File: src/rtl/eur_pkg.sv
// shared types, constants and register codes for the ultrasonic echo ranger
package eur_pkg;

  localparam int DEF_COUNT_BITS   = 16;
  localparam int DEF_HOLDOFF_BITS = 20;

  localparam int HOLDOFF_REG_BITS = 20;
  localparam int TIMEOUT_REG_BITS = 16;
  localparam int SPEED_REG_BITS   = 16;
  localparam int RANGE_BITS       = 23;
  localparam int WIDTH_OUT_BITS   = 16;
  localparam int CFG_DATA_BITS    = 23;
  localparam int CFG_INDEX_BITS   = 3;
  localparam int DIST_SHIFT       = 9;

  localparam int TRIG_LOW_TICKS  = 3;
  localparam int TRIG_HIGH_TICKS = 10;

  localparam logic [HOLDOFF_REG_BITS-1:0] HOLDOFF_RESET = 20'd60000;
  localparam logic [TIMEOUT_REG_BITS-1:0] TIMEOUT_RESET = 16'd30000;
  localparam logic [SPEED_REG_BITS-1:0]   SPEED_RESET   = 16'd2248;
  localparam logic [RANGE_BITS-1:0]       MIN_RESET     = 23'd512;
  localparam logic [RANGE_BITS-1:0]       MAX_RESET     = 23'd102400;

  typedef enum logic [CFG_INDEX_BITS-1:0] {
    CFG_HOLDOFF = 3'd0,
    CFG_TIMEOUT = 3'd1,
    CFG_SPEED   = 3'd2,
    CFG_MIN     = 3'd3,
    CFG_MAX     = 3'd4
  } eur_cfg_index_e;

  typedef enum logic [2:0] {
    PH_IDLE  = 3'd0,
    PH_HOLD  = 3'd1,
    PH_TLOW  = 3'd2,
    PH_THIGH = 3'd3,
    PH_WAIT  = 3'd4,
    PH_MEAS  = 3'd5
  } eur_phase_e;

  typedef enum logic [1:0] {
    ST_OK      = 2'd0,
    ST_NO_EDGE = 2'd1,
    ST_STUCK   = 2'd2,
    ST_RANGE   = 2'd3
  } eur_status_e;

  typedef struct packed {
    logic start_request;
    logic echo_level;
  } eur_in_t;

  typedef struct packed {
    logic                      trigger_level;
    logic                      busy_res;
    logic                      done_res;
    logic [1:0]                status;
    logic [WIDTH_OUT_BITS-1:0] width_us;
    logic [RANGE_BITS-1:0]     distance_q8;
  } eur_out_t;

  typedef struct packed {
    logic [HOLDOFF_REG_BITS-1:0] holdoff_us;
    logic [TIMEOUT_REG_BITS-1:0] echo_timeout;
    logic [SPEED_REG_BITS-1:0]   speed_q16;
    logic [RANGE_BITS-1:0]       min_range_q8;
    logic [RANGE_BITS-1:0]       max_range_q8;
  } eur_cfg_t;

  // flags of one tick, passed from the sequencer to the range stage
  typedef struct packed {
    logic        trig;
    logic        busy;
    logic        done;
    logic        measured;
    eur_status_e status;
  } eur_flags_t;

endpackage

File: src/rtl/eur_cfg_regs.sv
// configuration register file of the echo ranger
module eur_cfg_regs (
  input  logic                                 clk,
  input  logic                                 rst,
  input  logic                                 cfg_we,
  input  logic [eur_pkg::CFG_INDEX_BITS-1:0]   cfg_index,
  input  logic [eur_pkg::CFG_DATA_BITS-1:0]    cfg_data,
  output eur_pkg::eur_cfg_t                    cfg
);
  import eur_pkg::*;

  always_ff @(posedge clk) begin
    if (rst) begin
      cfg.holdoff_us   <= HOLDOFF_RESET;
      cfg.echo_timeout <= TIMEOUT_RESET;
      cfg.speed_q16    <= SPEED_RESET;
      cfg.min_range_q8 <= MIN_RESET;
      cfg.max_range_q8 <= MAX_RESET;
    end else if (cfg_we) begin
      unique case (cfg_index)
        CFG_HOLDOFF: cfg.holdoff_us   <= cfg_data[HOLDOFF_REG_BITS-1:0];
        CFG_TIMEOUT: cfg.echo_timeout <= cfg_data[TIMEOUT_REG_BITS-1:0];
        CFG_SPEED:   cfg.speed_q16    <= cfg_data[SPEED_REG_BITS-1:0];
        CFG_MIN:     cfg.min_range_q8 <= cfg_data[RANGE_BITS-1:0];
        CFG_MAX:     cfg.max_range_q8 <= cfg_data[RANGE_BITS-1:0];
        default: ;
      endcase
    end
  end

endmodule

File: src/rtl/eur_step.sv
// per-tick sequencer: holdoff, trigger pulse, echo rise wait and width count
module eur_step #(
  parameter int COUNT_BITS   = eur_pkg::DEF_COUNT_BITS,
  parameter int HOLDOFF_BITS = eur_pkg::DEF_HOLDOFF_BITS
) (
  input  logic                    clk,
  input  logic                    rst,
  input  logic                    in_fire,
  input  eur_pkg::eur_in_t        in_data,
  input  eur_pkg::eur_cfg_t       cfg,
  output eur_pkg::eur_flags_t     res_flags,
  output logic [COUNT_BITS-1:0]   res_width
);
  import eur_pkg::*;

  localparam int HCMP_BITS = (HOLDOFF_BITS > HOLDOFF_REG_BITS) ? HOLDOFF_BITS
                                                                : HOLDOFF_REG_BITS;
  localparam int TCMP_BITS = (COUNT_BITS > TIMEOUT_REG_BITS) ? COUNT_BITS
                                                              : TIMEOUT_REG_BITS;
  localparam logic [HOLDOFF_BITS-1:0] HOLD_MAX  = {HOLDOFF_BITS{1'b1}};
  localparam logic [COUNT_BITS-1:0]   COUNT_MAX = {COUNT_BITS{1'b1}};
  localparam logic [COUNT_BITS-1:0]   TLOW_END  = COUNT_BITS'(TRIG_LOW_TICKS);
  localparam logic [COUNT_BITS-1:0]   THIGH_END = COUNT_BITS'(TRIG_HIGH_TICKS);

  eur_phase_e              phase, phase_next;
  logic [COUNT_BITS-1:0]   phase_count, phase_count_next;
  logic [HOLDOFF_BITS-1:0] since_trigger, since_trigger_next;
  eur_flags_t              flags;
  logic [COUNT_BITS-1:0]   width;
  logic [COUNT_BITS-1:0]   eff_timeout;
  logic [COUNT_BITS-1:0]   count_inc;

  always_comb begin
    if (TCMP_BITS'(cfg.echo_timeout) < TCMP_BITS'(COUNT_MAX)) begin
      eff_timeout = COUNT_BITS'(cfg.echo_timeout);
    end else begin
      eff_timeout = COUNT_MAX;
    end
  end

  always_comb begin
    phase_next         = phase;
    phase_count_next   = phase_count;
    since_trigger_next = since_trigger;
    flags.trig         = 1'b0;
    flags.done         = 1'b0;
    flags.measured     = 1'b0;
    flags.status       = ST_OK;
    width              = '0;
    count_inc          = '0;

    if (since_trigger != HOLD_MAX) begin
      since_trigger_next = since_trigger + 1'b1;
    end

    if (phase_next == PH_IDLE && in_data.start_request) begin
      phase_next = PH_HOLD;
    end

    if (phase_next == PH_HOLD &&
        (HCMP_BITS'(since_trigger_next) >= HCMP_BITS'(cfg.holdoff_us) ||
         since_trigger_next == HOLD_MAX)) begin
      since_trigger_next = '0;
      phase_next         = PH_TLOW;
      phase_count_next   = '0;
    end

    count_inc = phase_count_next + 1'b1;
    if (phase_next == PH_TLOW) begin
      phase_count_next = count_inc;
      if (count_inc >= TLOW_END) begin
        phase_next       = PH_THIGH;
        phase_count_next = '0;
      end
    end else if (phase_next == PH_THIGH) begin
      flags.trig       = 1'b1;
      phase_count_next = count_inc;
      if (count_inc >= THIGH_END) begin
        phase_next       = PH_WAIT;
        phase_count_next = '0;
      end
    end else if (phase_next == PH_WAIT) begin
      priority if (in_data.echo_level) begin
        phase_next       = PH_MEAS;
        phase_count_next = '0;
      end else if (phase_count_next >= eff_timeout) begin
        flags.done       = 1'b1;
        flags.status     = ST_NO_EDGE;
        phase_next       = PH_IDLE;
        phase_count_next = '0;
      end else begin
        phase_count_next = count_inc;
      end
    end

    // the rise tick falls through into the width count on the same tick
    if (phase_next == PH_MEAS) begin
      priority if (!in_data.echo_level) begin
        width            = phase_count_next;
        flags.measured   = 1'b1;
        flags.done       = 1'b1;
        phase_next       = PH_IDLE;
        phase_count_next = '0;
      end else if (phase_count_next >= eff_timeout) begin
        width            = phase_count_next;
        flags.status     = ST_STUCK;
        flags.done       = 1'b1;
        phase_next       = PH_IDLE;
        phase_count_next = '0;
      end else begin
        phase_count_next = phase_count_next + 1'b1;
      end
    end

    flags.busy = (phase_next != PH_IDLE);
  end

  always_ff @(posedge clk) begin
    if (rst) begin
      phase         <= PH_IDLE;
      phase_count   <= '0;
      since_trigger <= HOLD_MAX;
    end else if (in_fire) begin
      phase         <= phase_next;
      phase_count   <= phase_count_next;
      since_trigger <= since_trigger_next;
    end
  end

  always_ff @(posedge clk) begin
    if (in_fire) begin
      res_flags <= flags;
      res_width <= width;
    end
  end

endmodule

File: src/rtl/eur_range.sv
// distance multiply and range check for a finished measurement
module eur_range #(
  parameter int COUNT_BITS = eur_pkg::DEF_COUNT_BITS
) (
  input  eur_pkg::eur_flags_t     flags,
  input  logic [COUNT_BITS-1:0]   width,
  input  eur_pkg::eur_cfg_t       cfg,
  output eur_pkg::eur_out_t       res
);
  import eur_pkg::*;

  localparam int PROD_BITS = (COUNT_BITS + SPEED_REG_BITS > 32) ?
                             COUNT_BITS + SPEED_REG_BITS : 32;

  logic [PROD_BITS-1:0]  product;
  logic [RANGE_BITS-1:0] distance;

  assign product  = PROD_BITS'(width) * PROD_BITS'(cfg.speed_q16);
  // width times speed over two, Q16 to Q8
  assign distance = product[DIST_SHIFT +: RANGE_BITS];

  always_comb begin
    res.trigger_level = flags.trig;
    res.busy_res      = flags.busy;
    res.done_res      = flags.done;
    res.width_us      = WIDTH_OUT_BITS'(width);
    res.distance_q8   = '0;
    res.status        = flags.status;
    if (flags.measured) begin
      res.distance_q8 = distance;
      if (distance < cfg.min_range_q8 || distance > cfg.max_range_q8) begin
        res.status = ST_RANGE;
      end else begin
        res.status = ST_OK;
      end
    end
  end

endmodule

File: src/rtl/ultrasonic_echo_ranger.sv
// top level of the ultrasonic echo ranger: config port, pipeline and output register
//
// Each input transaction is one microsecond tick carrying start_request and
// the sampled echo_level; each one gives exactly one output transaction with
// the trigger_level to drive, busy_res, and on the finishing tick done_res
// with status, width_us and distance_q8.
// Input and output use valid/stall; configuration is a plain write port
// (cfg_we, cfg_index, cfg_data) and should be written only while idle.
// Throughput is one tick per cycle while the receiver does not stall: the
// sequencer updates its state and a result register in the cycle of
// acceptance, and the distance multiply and range compare fill the output
// register from it; a tick passes through two register stages, the result
// register and the output register, before out_valid.
// When the receiver stalls, the output register holds its transaction and one
// more tick is taken into the result register; in_stall rises only when both
// are full and the output is stalled.
// Reset clears the pipeline, puts the sequencer in idle with the holdoff
// counter saturated (the first start triggers at once) and loads the
// register defaults.
module ultrasonic_echo_ranger #(
  parameter int COUNT_BITS   = eur_pkg::DEF_COUNT_BITS,
  parameter int HOLDOFF_BITS = eur_pkg::DEF_HOLDOFF_BITS
) (
  input  logic                                clk,
  input  logic                                rst,
  input  logic                                in_valid,
  output logic                                in_stall,
  input  eur_pkg::eur_in_t                    in_data,
  output logic                                out_valid,
  input  logic                                out_stall,
  output eur_pkg::eur_out_t                   out_data,
  input  logic                                cfg_we,
  input  logic [eur_pkg::CFG_INDEX_BITS-1:0]  cfg_index,
  input  logic [eur_pkg::CFG_DATA_BITS-1:0]   cfg_data
);
  import eur_pkg::*;

  eur_cfg_t              cfg;
  eur_flags_t            r1_flags;
  logic [COUNT_BITS-1:0] r1_width;
  logic                  r1_valid;
  eur_out_t              res;
  logic                  move_out;
  logic                  r1_fwd;
  logic                  in_fire;

  assign move_out = !out_valid || !out_stall;
  assign r1_fwd   = r1_valid && move_out;
  assign in_stall = r1_valid && !move_out;
  assign in_fire  = in_valid && !in_stall;

  eur_cfg_regs u_cfg (
    .clk       (clk),
    .rst       (rst),
    .cfg_we    (cfg_we),
    .cfg_index (cfg_index),
    .cfg_data  (cfg_data),
    .cfg       (cfg)
  );

  eur_step #(
    .COUNT_BITS   (COUNT_BITS),
    .HOLDOFF_BITS (HOLDOFF_BITS)
  ) u_step (
    .clk       (clk),
    .rst       (rst),
    .in_fire   (in_fire),
    .in_data   (in_data),
    .cfg       (cfg),
    .res_flags (r1_flags),
    .res_width (r1_width)
  );

  eur_range #(
    .COUNT_BITS (COUNT_BITS)
  ) u_range (
    .flags (r1_flags),
    .width (r1_width),
    .cfg   (cfg),
    .res   (res)
  );

  always_ff @(posedge clk) begin
    if (rst) begin
      r1_valid  <= 1'b0;
      out_valid <= 1'b0;
    end else begin
      if (in_fire) begin
        r1_valid <= 1'b1;
      end else if (r1_fwd) begin
        r1_valid <= 1'b0;
      end
      if (move_out) begin
        out_valid <= r1_valid;
      end
    end
  end

  always_ff @(posedge clk) begin
    if (r1_fwd) begin
      out_data <= res;
    end
  end

  // a finished measurement always leaves the sequencer idle
  a_done_not_busy: assert property (@(posedge clk) disable iff (rst)
    out_valid && out_data.done_res |-> !out_data.busy_res)
    else $error("done transaction reports busy");

  a_quiet_fields: assert property (@(posedge clk) disable iff (rst)
    out_valid && !out_data.done_res |->
      out_data.status == ST_OK && out_data.width_us == '0 &&
      out_data.distance_q8 == '0)
    else $error("result fields set without done");

  a_trig_busy: assert property (@(posedge clk) disable iff (rst)
    out_valid && out_data.trigger_level |-> out_data.busy_res)
    else $error("trigger driven while not busy");

  a_stall_full: assert property (@(posedge clk) disable iff (rst)
    in_stall |-> r1_valid && out_valid && out_stall)
    else $error("input stalled with room in the pipeline");

  a_fwd_lands: assert property (@(posedge clk) disable iff (rst)
    r1_fwd |=> out_valid)
    else $error("forwarded transaction lost");

endmodule

File: config.mk
export PLATFORM = sky130hd
export DESIGN_NAME = ultrasonic_echo_ranger
export DESIGN_NICKNAME = d
export VERILOG_FILES = /design/src/rtl/eur_pkg.sv /design/src/rtl/eur_cfg_regs.sv /design/src/rtl/eur_step.sv /design/src/rtl/eur_range.sv /design/src/rtl/ultrasonic_echo_ranger.sv
export SDC_FILE = /design/constraint.sdc
export NUM_CORES = 1
export LEC_CHECK = 0
export BUFFER_PORTS_ARGS = -buffer_cell sky130_fd_sc_hd__buf_2
export CAP_MARGIN = 5
export CORE_ASPECT_RATIO = 0.9
export CORE_MARGIN = 2
export CORE_UTILIZATION = 64
export DETAILED_ROUTE_END_ITERATION = 8
export GPL_ROUTABILITY_DRIVEN = 0
export PLACE_DENSITY = 0.91
export REMOVE_ABC_BUFFERS = 1
export SETUP_SLACK_MARGIN = 0.05
export SLEW_MARGIN = 10
export SYNTH_ARGS = -nofsm -noshare
export SYNTH_HDL_FRONTEND = slang
export SYNTH_SLANG_ARGS = --single-unit
export TNS_END_PERCENT = 20
File: constraint.sdc
create_clock -name clk -period 10.9 [get_ports clk]
set_clock_uncertainty 0.05 [all_clocks]
set_input_delay 2.725 -clock clk [delete_from_list [all_inputs] [get_ports clk]]
set_output_delay 2.725 -clock clk [all_outputs]
set_load 0.02 [all_outputs]
### Yosys cells after proc, flatten, opt, wreduce, memory -nomap -nowiden

Cells that the tools add are included.

| operators by class | value |
|---|---|
| multiplexer cells | 49 |
| equal/unequal tests | 11 |
| $add $sub $neg | 3 |
| order comparisons | 8 |
| $mul | 1 |
| reductions and logical operators | 21 |

Operators by type and width:

| cell | count |
|---|---|
| two-way mux 16 bit | 14 |
| two-way mux 20 bit | 2 |
| two-way mux 3 bit | 12 |
| adder 16 x 1 -> 16 bit (second input constant) | 2 |
| greater-or-equal comparator 16 bit | 2 |
| multiplier 16 x 16 -> 32 bit | 1 |
| > comparator 23 bit | 1 |
| less-than comparator 23 bit | 1 |
| adder 20 x 1 -> 20 bit (second input constant) | 1 |
| == test 20 bit (second input constant) | 1 |
| greater-or-equal comparator 20 bit | 1 |
| != test 20 bit (second input constant) | 1 |
| greater-or-equal comparator 16 x 2 -> 1 bit (second input constant) | 1 |
| greater-or-equal comparator 16 x 4 -> 1 bit (second input constant) | 1 |
| less-than comparator 16 bit (second input constant) | 1 |
| two-way mux 2 bit | 8 |
| == test 3 x 2 -> 1 bit (second input constant) | 4 |
| two-way mux 1 bit | 12 |
| AND reduction 2 bit | 5 |
| == test 3 bit (second input constant) | 3 |
| == test 3 x 1 -> 1 bit (second input constant) | 2 |
| logical NOT 3 bit | 2 |
| logical AND 1 bit | 5 |
| logical NOT 1 bit | 4 |
| other kinds (4) | 6 |

| storage, ports and cells | value |
|---|---|
| output and inout bits | 46 |
| input port bits | 33 |
| register bits after elaboration | 205 |
| logic and storage cells | 115 |

### Logic depth before layout (Yosys ltp)

Gate-level depths: netlist of run 1.

| logic depth | value |
|---|---|
| depth in word-level cells | 17 |
| depth in mapped cells | 42 |
| mapped depth without buffers | 38 |

### By module

From an unflattened synthesis of run 1, not the netlist that was laid out.

| second synthesis, totals | value |
|---|---|
| cells, all modules | 2414 |
| area, all modules | 21202.8 sq um |

By module, submodules not included:

| module | cells an instance | area each (sq um) | sequential area each (sq um) | times used |
|---|---|---|---|---|
| eur_range | 1219 | 10032.1 | 0.0 | 1 |
| eur_step | 771 | 5818.1 | 1441.4 | 1 |
| eur_cfg_regs | 370 | 3945.0 | 1961.9 | 1 |
| ultrasonic_echo_ranger | 54 | 1407.6 | 1361.3 | 1 |

### Worst setup path before layout of run 1

OpenSTA, ideal clock, no wires.

| timing | value |
|---|---|
| path kind | input-to-reg |
| start point | in in_data[1] in the netlist's numbering |
| end point | reg u_step.res_flags[3] in the netlist's numbering, data pin |
| buffers on the path | 5 |
| required time | 10.586 ns |
| stages | 31 |
| data arrival time | 8.644 ns |
| setup time | 0.264 ns |
| slack | 1.941 ns |
| cell sequence | or2_2 o2111ai_1 nor4_1 and3_1 o2111ai_4 o21a_1 buf_6 buf_2 clkbuf_1 and2_1 ha_1 or4_1 a21oi_1 o21ai_1 a221oi_1 nand2_1 o2111ai_2 nand2_2 o21a_1 o22ai_1 ha_1 o21ai_0 o21ai_0 o221a_2 o41ai_1 o21ai_0 a21oi_1 nand2b_1 clkbuf_1 clkbuf_1 nand2_1 |

RTL lines:

| element | line | source |
|---|---|---|
| from (decl) | ultrasonic_echo_ranger.sv:28 | `input eur_pkg::eur_in_t in_data,` |
| to (signal assigned) | eur_step.sv:132 | `res_flags <= flags;` |
| to (decl) | eur_step.sv:11 | `output eur_pkg::eur_flags_t res_flags,` |

### Worst setup path in the final report of run 1

| timing | value |
|---|---|
| start point | reg u_step.since_trigger[0] |
| end point | reg u_step.phase_count[15] |

| on the way | value |
|---|---|
| longest elaborated chain between the ends | 16 |

RTL lines:

| element | line | source |
|---|---|---|
| from (decl) | eur_step.sv:27 | `logic [HOLDOFF_BITS-1:0] since_trigger, since_trigger_next;` |
| from (signal assigned) | eur_step.sv:126 | `since_trigger <= since_trigger_next;` |
| adder 20 x 1 -> 20 bit or != test 20 bit (tied branches) | eur_step.sv:53, eur_step.sv:52 |  |
| two-way mux 20 bit (*) | eur_step.sv:52 | `if (since_trigger != HOLD_MAX) begin` |
| greater-or-equal comparator 20 bit or == test 20 bit (tied branches) | eur_step.sv:61, eur_step.sv:62 |  |
| logical OR 1 bit (*) | eur_step.sv:61 | `(HCMP_BITS'(since_trigger_next) >= HCMP_BITS'(cfg.holdoff_us) \|\|` |
| logical AND 1 bit (*) | eur_step.sv:60 | `if (phase_next == PH_HOLD &&` |
| branches (longest 10 deep; another with adder 16 x 1 -> 16 bit) | n/a |  |
| two-way mux 16 bit (*) | eur_step.sv:97 | `if (phase_next == PH_MEAS) begin` |
| to (signal assigned) | eur_step.sv:125 | `phase_count <= phase_count_next;` |
| to (decl) | eur_step.sv:26 | `logic [COUNT_BITS-1:0] phase_count, phase_count_next;` |

Every way passes the cells marked *.
A chain may end at the register's enable or synchronous reset.

==> run metrics, run 1 <==
Routed wire per std cell 20.4 um; TritonCTS clock tree built; Static Leak 9.71 nW; Final Power 2.90 mW; biggest area consumer among synthesized cells fa_1; vias per inst 6.37; Seq cells post-synth 205; fin crit share 91.1%; fin util 68.9%; area grow syn2layout 6.75%; Arr. time, crit path 10.34 ns; Worst setup EP type register; nets 2757; final wirelength 56100 um; top post-synthesis cells by area fa_1, dfxtp_1, ha_1; Core Footprint 30700 sq um; Critical Path Source Type register; first-pass GRT wire length 89700 um; H-tree Lvls 1; RSZ-0062 raised after global routing false; Seq/Total Area, Yosys 24.1%; Post-Synthesis Cells 2321; layout cells sized above 1 6.95%; Synth warnings 0; final hold vios 0; Die Footprint 32400 sq um; I/O pin total 79; Num CTS Buffers 22; share of the synthesized area in the top cell type 19.5%; antenna violations before repair 1; cell row count 61; status completed; f_max 101 MHz; Vias 17500; largest net degree at the start of global routing 103; Syn Std Cell Area 19800 sq um; Maximum Capacitance Violations 0; crit-path max cell delay 0.59 ns; CTS clk-pin slew, worst paths 0.07 ns; vias in the first global route 18000; CP Max Fanout 13; Syn Area/Cell 8.53 sq um; final setup fails 0; crit-path most repeated cell o21ai_0; fillcell total 2190; Longest Clk Path Bufs 3; DRC viols 0; Hold WS 0.390 ns; CTS Sinks 205; slew margin rel. 26.8%; Post-synth EDFFs 66; Distinct cells, synth 85; Async S/R FF share, synth 0%; Congestion Overflow GR 0; Iteration-0 DRC Markers 1950; Req. time, crit path 11.31 ns; final max-slew violation count 0; first-pass detailed-route iteration total 6; total global-route track usage 35.0%; final critical-path required period 9.93 ns; hold_buf cts 0; Crit Path Category register to register; Clk Latency, worst-skew pair 0.53 ns; Clock Tree Root clkbuf_16; Buffers on Ports 78; Die X 189 um; Starting Density 64.6%; die height 171 um; Slowest-stage cell, CP dfxtp_1; ANT cells 0; Setup TNS 0 ns; Most used DFF post-synth dfxtp_1; DRT antenna net count 0; VDD IR max 0.110 mV; Power Density 137 nW/um^2; worst min path class register to register; Worst Max-Slew Pin Slew 1.10 ns; hpwl dp 40200 um
[registers in the layout, indices dropped and copies added, names as in the netlist]
signal and count:
u_step.res_width 16, u_step.phase_count 16, out_valid 1, u_step.res_flags 6, u_step.since_trigger 20, r1_valid 1, out_data 44, u_step.phase 3
u_cfg.cfg 98
[per-layer routing]
| layer | track usage, % | part of all wire, % | vias up | wire [um] |
|---|---|---|---|---|
| li1 | - | - | 7629 | - |
| met1 | 42.1 | 35 | 8282 | 19900 |
| met2 | 57.5 | 46 | 1243 | 25700 |
| met3 | 8.45 | 12 | 382 | 6790 |
| met4 | 21.0 | 6.8 | 0 | 3790 |
| met5 | 0 | 0 | - | 0 |
[cell usage after synthesis, types with 7 or more instances]
master / number
edfxtp_1: 66
a21o_1: 26
or3_1: 14
o21a_1: 18
o31ai_1: 15
nor2b_1: 12
fa_1: 193
buf_2: 10
nand4_1: 23
a211o_1: 9
inv_1: 325
or4_1: 8
xnor2_1: 29
o21ai_0: 58
nor3_1: 32
nor2_1: 92
clkbuf_1: 99
dfxtp_1: 139
nor4_1: 9
and4_1: 7
o211ai_1: 10
nand3_1: 35
or2_2: 7
a21oi_1: 149
and3_1: 8
and2_1: 134
nand2_1: 441
xor2_1: 14
nand3b_1: 19
nand2b_1: 9
ha_1: 203
[final timing paths]
kind | startpoint | to | slack, ns | cells after the start
worst min-delay path | u_step.res_flags[5] | out_data[43] | 0.39 | 0
worst max register to register | u_step.since_trigger[0] | u_step.phase_count[15] | 0.97 | 37
worst max-delay path | u_step.since_trigger[0] | u_step.phase_count[15] | 0.97 | 37
worst min register to register | u_step.res_flags[5] | out_data[43] | 0.39 | 0
[layout by cell type, fill, tap and decap left out, types with 6 or more instances in the layout]
cell type,synthesis,routed
fa_1,193,193
or3_1,14,14
nand3b_1,19,19
and2_1,134,134
a211oi_1,6,6
o21a_1,18,18
nor2b_1,12,12
edfxtp_1,66,66
or2_2,7,7
buf_4,2,19
dfxtp_1,139,139
a211o_1,9,9
o21ai_0,58,58
nand2b_1,9,9
nand3_1,35,35
inv_1,325,325
and3_1,8,8
or4_1,8,8
a21o_1,26,26
nor3_1,32,32
nand2_1,441,441
a21oi_1,149,148
nand4_1,23,23
o31ai_1,15,15
ha_1,203,203
clkbuf_16,0,23
and4_1,7,7
nor4_1,9,9
nor2_1,92,92
xnor2_1,29,29
buf_2,10,77
o211ai_1,10,10
xor2_1,14,14
a2111oi_0,6,6
[logic make-up after synthesis]
logic type / Yosys count / share of synthesized area [%]
xor+xnor: 43 / 1.90
flops: 205 / 24.1
compound gates: 367 / 12.1
buf+inv: 439 / 8.50
fa+ha+maj: 396 / 32.3
mux: 4 / 0.215
simple gates: 867 / 20.9
[final cells by class]
type	instances	area (sq um)	area share, %
multi-input combinational	1677	13400	63.3
sequential	205	4760	22.5
inverter	326	1220	5.79
clock buffer	27	591	2.79
timing repair buffer	96	528	2.50
tap	409	512	2.42
clock inverter	13	144	0.681
[metrics by stage]
stage | instance area, sq um | instances | setup slack [ns]
floorplan | 19300 | 2208 | 1.73
global placement | 20400 | 2710 | 1.22
detailed placement | 20400 | 2710 | 0.887
CTS | 21100 | 2750 | 0.835
global route | 21100 | 2753 | 0.225
finish | 21100 | 2753 | 0.974
[critical path: cells and delay by family (launching register included)]
kind | cells | cell delay, ns
adder cells (fa/ha/maj) | 4 | 1.46
XOR/XNOR | 2 | 0.28
AND/OR/NAND/NOR | 13 | 3.38
flip-flops | 1 | 0.59
AO/OA/AOI/OAI | 16 | 3.71
buffers and inverters | 2 | 0.40
[power by group]
part	internal, mW	switching (mW)
clock	0.440	0.329
sequential	0.833	0.0577
combinational	0.495	0.751
[timing repair]
action,4_1_cts,5_1_grt
buffers inserted,0,3
resized for setup,0,2
endpoints found under the hold margin,0,0
setup endpoints to repair,0,13
No activity file was read; power rests on OpenSTA's default activity.
==> inputs of run 2 (changes only) <==
ABC_AREA = 1   (was not set)
CELL_PAD_IN_SITES_DETAIL_PLACEMENT = 2   (was not set)
CELL_PAD_IN_SITES_GLOBAL_PLACEMENT = 2   (was not set)
CORE_UTILIZATION = 38   (was 64)
PLACE_DENSITY = 0.9   (was 0.91)
==> run 2 against run 1 <==
  * Die area grew 67%
  * Non-clock buffer count grew 9
  * Routed wire length grew 67%
  * Sequential share of layout area shrank 0.43 points
  * Critical path type unchanged
  * Synthesized cell count grew 9.4%
  * Cell count grew 19%
  * Clock power grew 8.6%
  * Critical path depth grew 11
  * Worst setup slack lost 0.46 ns
==> run metrics, run 2 <==
first-pass GRT wire length 140000 um; Async S/R FF share, synth 0%; Num CTS Buffers 25; Setup TNS 0 ns; Routed wire per std cell 28.7 um; Req. time, crit path 11.28 ns; worst min path class register to register; placed instance area 20800 sq um; biggest area consumer among synthesized cells fa_1; Buffers on Ports 78; final hold vios 0; hpwl dp 64500 um; largest net degree at the start of global routing 108; CP Max Fanout 44; cells on worst reg2reg path 48; Vias 19000; Largest register FFs 98; kind of cell adding the most delay to the critical path simple AND/OR/NAND/NOR gates; TritonCTS clock tree built; Worst R2R Start u_step.since_trigger[0]; vias per inst 5.83; share of the synthesized area in the top cell type 19.5%; Hold WS 0.376 ns; Gate power share 51.5%; DRT antenna net count 0; H-tree Lvls 1; f_max 96.3 MHz; nets 2989; most common cell after layout, fill and taps aside nand2_1; Seq/Total Area, Yosys 24.1%; Final Power 3.57 mW; Most used DFF post-synth dfxtp_1; met2 routed wirelength 46900 um; Core Footprint 51600 sq um; top post-synthesis cells by area fa_1, dfxtp_1, ha_1; cell row count 79; Worst setup EP type register; DRC viols 0; Seq cells post-synth 205; Longest Clk Path Bufs 3; Congestion Overflow GR 0; Crit Path Category register to register; clock group share of total power 23.4%; Post-synth EDFFs 66; DR top layer met4; routed wl met3 5470 um; final critical-path required period 10.38 ns; VDD IR max 0.0934 mV; worst setup path startpoint u_step.since_trigger[0]; reg2reg setup slack 0.52 ns; total global-route track usage 34.9%; Critical Path Source Type register; first-pass detailed-route iteration total 8; crit-path max cell delay 0.46 ns; cell count along the critical path 48; most common cell in the netlist nand2_1; Arr. time, crit path 10.77 ns; Post-Synthesis Cells 2539; area grow syn2layout 8.91%; Starting Density 38.4%; Static Leak 11.2 nW; top flop regs u_cfg.cfg x98, out_data x44, u_step.since_trigger x20; P_int 1.87 mW; Die X 245 um; vias in the first global route 22500; Flop pwr share 25.1%; Switching Share 47.6%; Setup crit end u_step.phase_count[7]; status completed; Non-Filler Instances 3266; P_sw 1.70 mW; post-layout instance area 21600 sq um; crit-path most repeated cell nand2_1; Distinct cells, synth 51; Clk Latency, worst-skew pair 0.58 ns; Clock Tree Root clkbuf_16; Die Footprint 53900 sq um; Synth warnings 0; most frequent cells in the layout nand2_1, inv_1, ha_1; final max-slew violation count 0; CTS Sinks 205; Slowest-stage cell, CP nand2_4; layout cells sized above 1 8.26%; RSZ-0062 raised after global routing false; slew margin rel. 23.2%; M1 WL 33500 um; Syn Std Cell Area 19800 sq um; Largest Register u_cfg.cfg; ANT cells 0; Reg-to-Reg End u_step.phase_count[7]; final setup fails 0; CTS clk-pin slew, worst paths 0.06 ns; placed cell count 3221; Maximum Capacitance Violations 0; Worst Max-Slew Pin Slew 1.15 ns; Worst Path Buf+Inv 4; I/O pin total 79; antenna violations before repair 0; final wirelength 93700 um; Syn Area/Cell 7.80 sq um; synth cell count leaders nand2_1, inv_1, ha_1, fa_1, a21oi_1; Iteration-0 DRC Markers 1350; die height 221 um; Power Density 166 nW/um^2; fin crit share 95.3%
==> run 2: worst min path at each step <==
stage	depth (start not counted)	startpoint	slack (ns)	to
detailed placement	0	u_step.res_flags[5]	0.36	out_data[43]
global placement	0	u_step.res_flags[5]	0.36	out_data[43]
finish	0	u_step.res_flags[5]	0.38	out_data[43]
global route	0	u_step.res_flags[5]	0.40	out_data[43]
CTS	0	u_step.res_flags[5]	0.37	out_data[43]
floorplan	0	u_step.res_flags[3]	0.35	out_data[41]
==> run 2: final cells by class <==
type / instances / area (sq um)
Clock buffer: 40 / 712
Clock inverter: 5 / 32.5
Fill cell: 5895 / 30000
Inverter: 541 / 2030
Multi-Input combinational cell: 1682 / 12600
Sequential cell: 205 / 4760
Tap cell: 688 / 861
Timing Repair Buffer: 105 / 593
==> run 2: repair_timing <==
item | CTS | global route
hold buffers | 0 | 0
gates resized for setup | 0 | 1
endpoints found under the setup margin | 0 | 11
setup buffers | 0 | 0
==> run 2: cell families after synthesis <==
group                    Yosys count  synth area share (%)
AO/OA/AOI/OAI                    372                  10.4
buffers and inverters            652                  12.6
AND/OR/NAND/NOR                  879                  19.0
flip-flops                       205                  24.1
adder cells (fa/ha/maj)          396                  32.4
XOR/XNOR                          35                  1.55
==> run 2: layer usage <==
| metal | vias to the layer above | GRT usage (%) |
|---|---|---|
| met5 | - | 0 |
| met4 | 0 | 26.1 |
| met3 | 490 | 5.82 |
| met2 | 923 | 63.1 |
| met1 | 9655 | 36.7 |
| li1 | 7964 | - |
==> run 2: power groups by stage <==
stage / sequential [mW] / combinational [mW] / clock (mW)
global route: 0.899 / 1.97 / 0.864
global placement: 0.902 / 1.46 / 0
CTS: 0.894 / 1.80 / 0.839
floorplan: 0.911 / 1.02 / 0
finish: 0.896 / 1.84 / 0.834
detailed placement: 0.908 / 1.67 / 0
==> run 2: per-stage QoR <==
| stage | utilization (%) | worst slack (ns) |
|---|---|---|
| 2_1_floorplan | - | 2.81 |
| 3_3_place_gp | 40.3 | 1.53 |
| 3_5_place_dp | 40.3 | 1.07 |
| 4_1_cts | 41.8 | 0.596 |
| 5_1_grt | 41.8 | 0.0850 |
| 6_report | 41.8 | 0.515 |
==> inputs of run 3 (changes only) <==
CORE_ASPECT_RATIO = 1.5   (was 0.9)
==> run 3 against run 2 <==
  * Critical endpoint is now out_data[40]
  * Combinational power about the same
  * Largest cell class unchanged
  * Sequential share of layout area barely moved
  * Critical path depth fell by 16
  * Clock power rose by 12%
==> run metrics, run 3 (synthesis results as in run 2) <==
VDD IR max 0.141 mV; Power Density 170 nW/um^2; nets 2982; final max-slew violation count 0; Vias 18300; DRT antenna net count 0; antenna violations before repair 0; cell row count 102; status completed; Num CTS Buffers 25; most common cell after layout, fill and taps aside nand2_1; Die Footprint 54000 sq um; met2 Use GR 59.7%; met3 Track Usage GR 4.74%; RSZ-0062 raised after global routing false; f_max 93.0 MHz; CTS Sinks 205; Largest Register u_cfg.cfg; hold_buf cts 0; worst min path class register to register; fin crit share 98.7%; Hold WS 0.368 ns; Crit Path Category register to register; Worst Max-Slew Pin Slew 1.16 ns; CTS clk-pin slew, worst paths 0.07 ns; CP Max Fanout 12; TritonCTS clock tree built; first-pass GRT wire length 133000 um; H-tree Lvls 1; Arr. time, crit path 11.02 ns; crit-path max cell delay 1.07 ns; area grow syn2layout 9.15%; Maximum Capacitance Violations 0; reg2reg setup slack 0.14 ns; Routed wire per std cell 26.7 um; Post CTS Setup Buffer Count 0; Die X 190 um; Clk Latency, worst-skew pair 0.58 ns; vias in the first global route 22000; FF/Latch Area 4760 sq um; hpwl dp 64000 um; Slowest-stage cell, CP o41ai_1; largest net degree at the start of global routing 63; first-pass detailed-route iteration total 5; Static Leak 11.2 nW; Req. time, crit path 11.17 ns; Congestion Overflow GR 0; final wirelength 86800 um; fin util 41.9%; Clock Tree Root clkbuf_16; fillcell total 5913; most frequent cells in the layout nand2_1, inv_1, ha_1; total global-route track usage 32.8%; layout cells sized above 1 8.32%; post-cts resize count 0; M1 GR Usage 32.4%; gr busiest metal met2; DRC viols 0; Longest Clk Path Bufs 3; die height 284 um; final critical-path required period 10.76 ns; top flop regs u_cfg.cfg x98, out_data x44, u_step.since_trigger x20; I/O pin total 79; Buffers on Ports 78; final hold vios 0; Worst setup EP type register; ANT cells 0; Largest register FFs 98; vias per inst 5.64; Critical Path Source Type register; slew margin rel. 21.6%; Setup TNS 0 ns; final setup fails 0; area of the multi-input gates 12600 sq um; Iteration-0 DRC Markers 955; Starting Density 38.4%; Core Footprint 51600 sq um
## run 3: worst max-delay path: cells and delay by family, from the launching register on
kind                       cells  cell delay, ns
and+or+nand+nor               11            1.90
DFF                            1            0.86
buffers and inverters          5            0.51
xor gates and xnor gates       1            0.33
AOI/OAI and AO/OA              7            2.85
adders and majority gates      8            3.99
## run 3: layer usage
layer,vias up,wire length (um)
met2,657,45400
met5,-,0
met4,0,8500
met3,414,3590
met1,9290,29300
li1,7949,-
## run 3: final timing paths
path	from	to	depth (start not counted)
worst min register to register	u_step.res_flags[5]	out_data[43]	0
worst min-delay path	u_step.res_flags[5]	out_data[43]	0
worst max register to register	u_step.res_width[5]	out_data[40]	32
worst max-delay path	u_step.res_width[5]	out_data[40]	32
## run 3: per-stage QoR
stage	setup slack (ns)	cells	area, sq um	power [mW]
finish	0.144	3248	21600	3.68
global route	0.108	3248	21600	3.85
CTS	0.470	3248	21600	3.65
detailed placement	1.11	3202	20700	2.63
global placement	1.58	3202	20700	2.43
floorplan	2.81	2428	19300	1.93
## run 3: power by group
part / total [mW] / switching (mW) / internal [mW] / leakage, nW
registers: 0.898 / 0.0543 / 0.844 / 1.78
logic: 1.85 / 1.28 / 0.574 / 8.99
clock network: 0.930 / 0.416 / 0.515 / 0.420
total: 3.68 / 1.75 / 1.93 / 11.2
## run 3: area by class of cell
class | instances | share of cell area (%)
multi-input combinational | 1682 | 58.1
sequential | 205 | 22.1
inverter | 541 | 9.41
tap | 676 | 3.91
clock buffer | 32 | 3.26
timing repair buffer | 98 | 2.50
clock inverter | 14 | 0.753
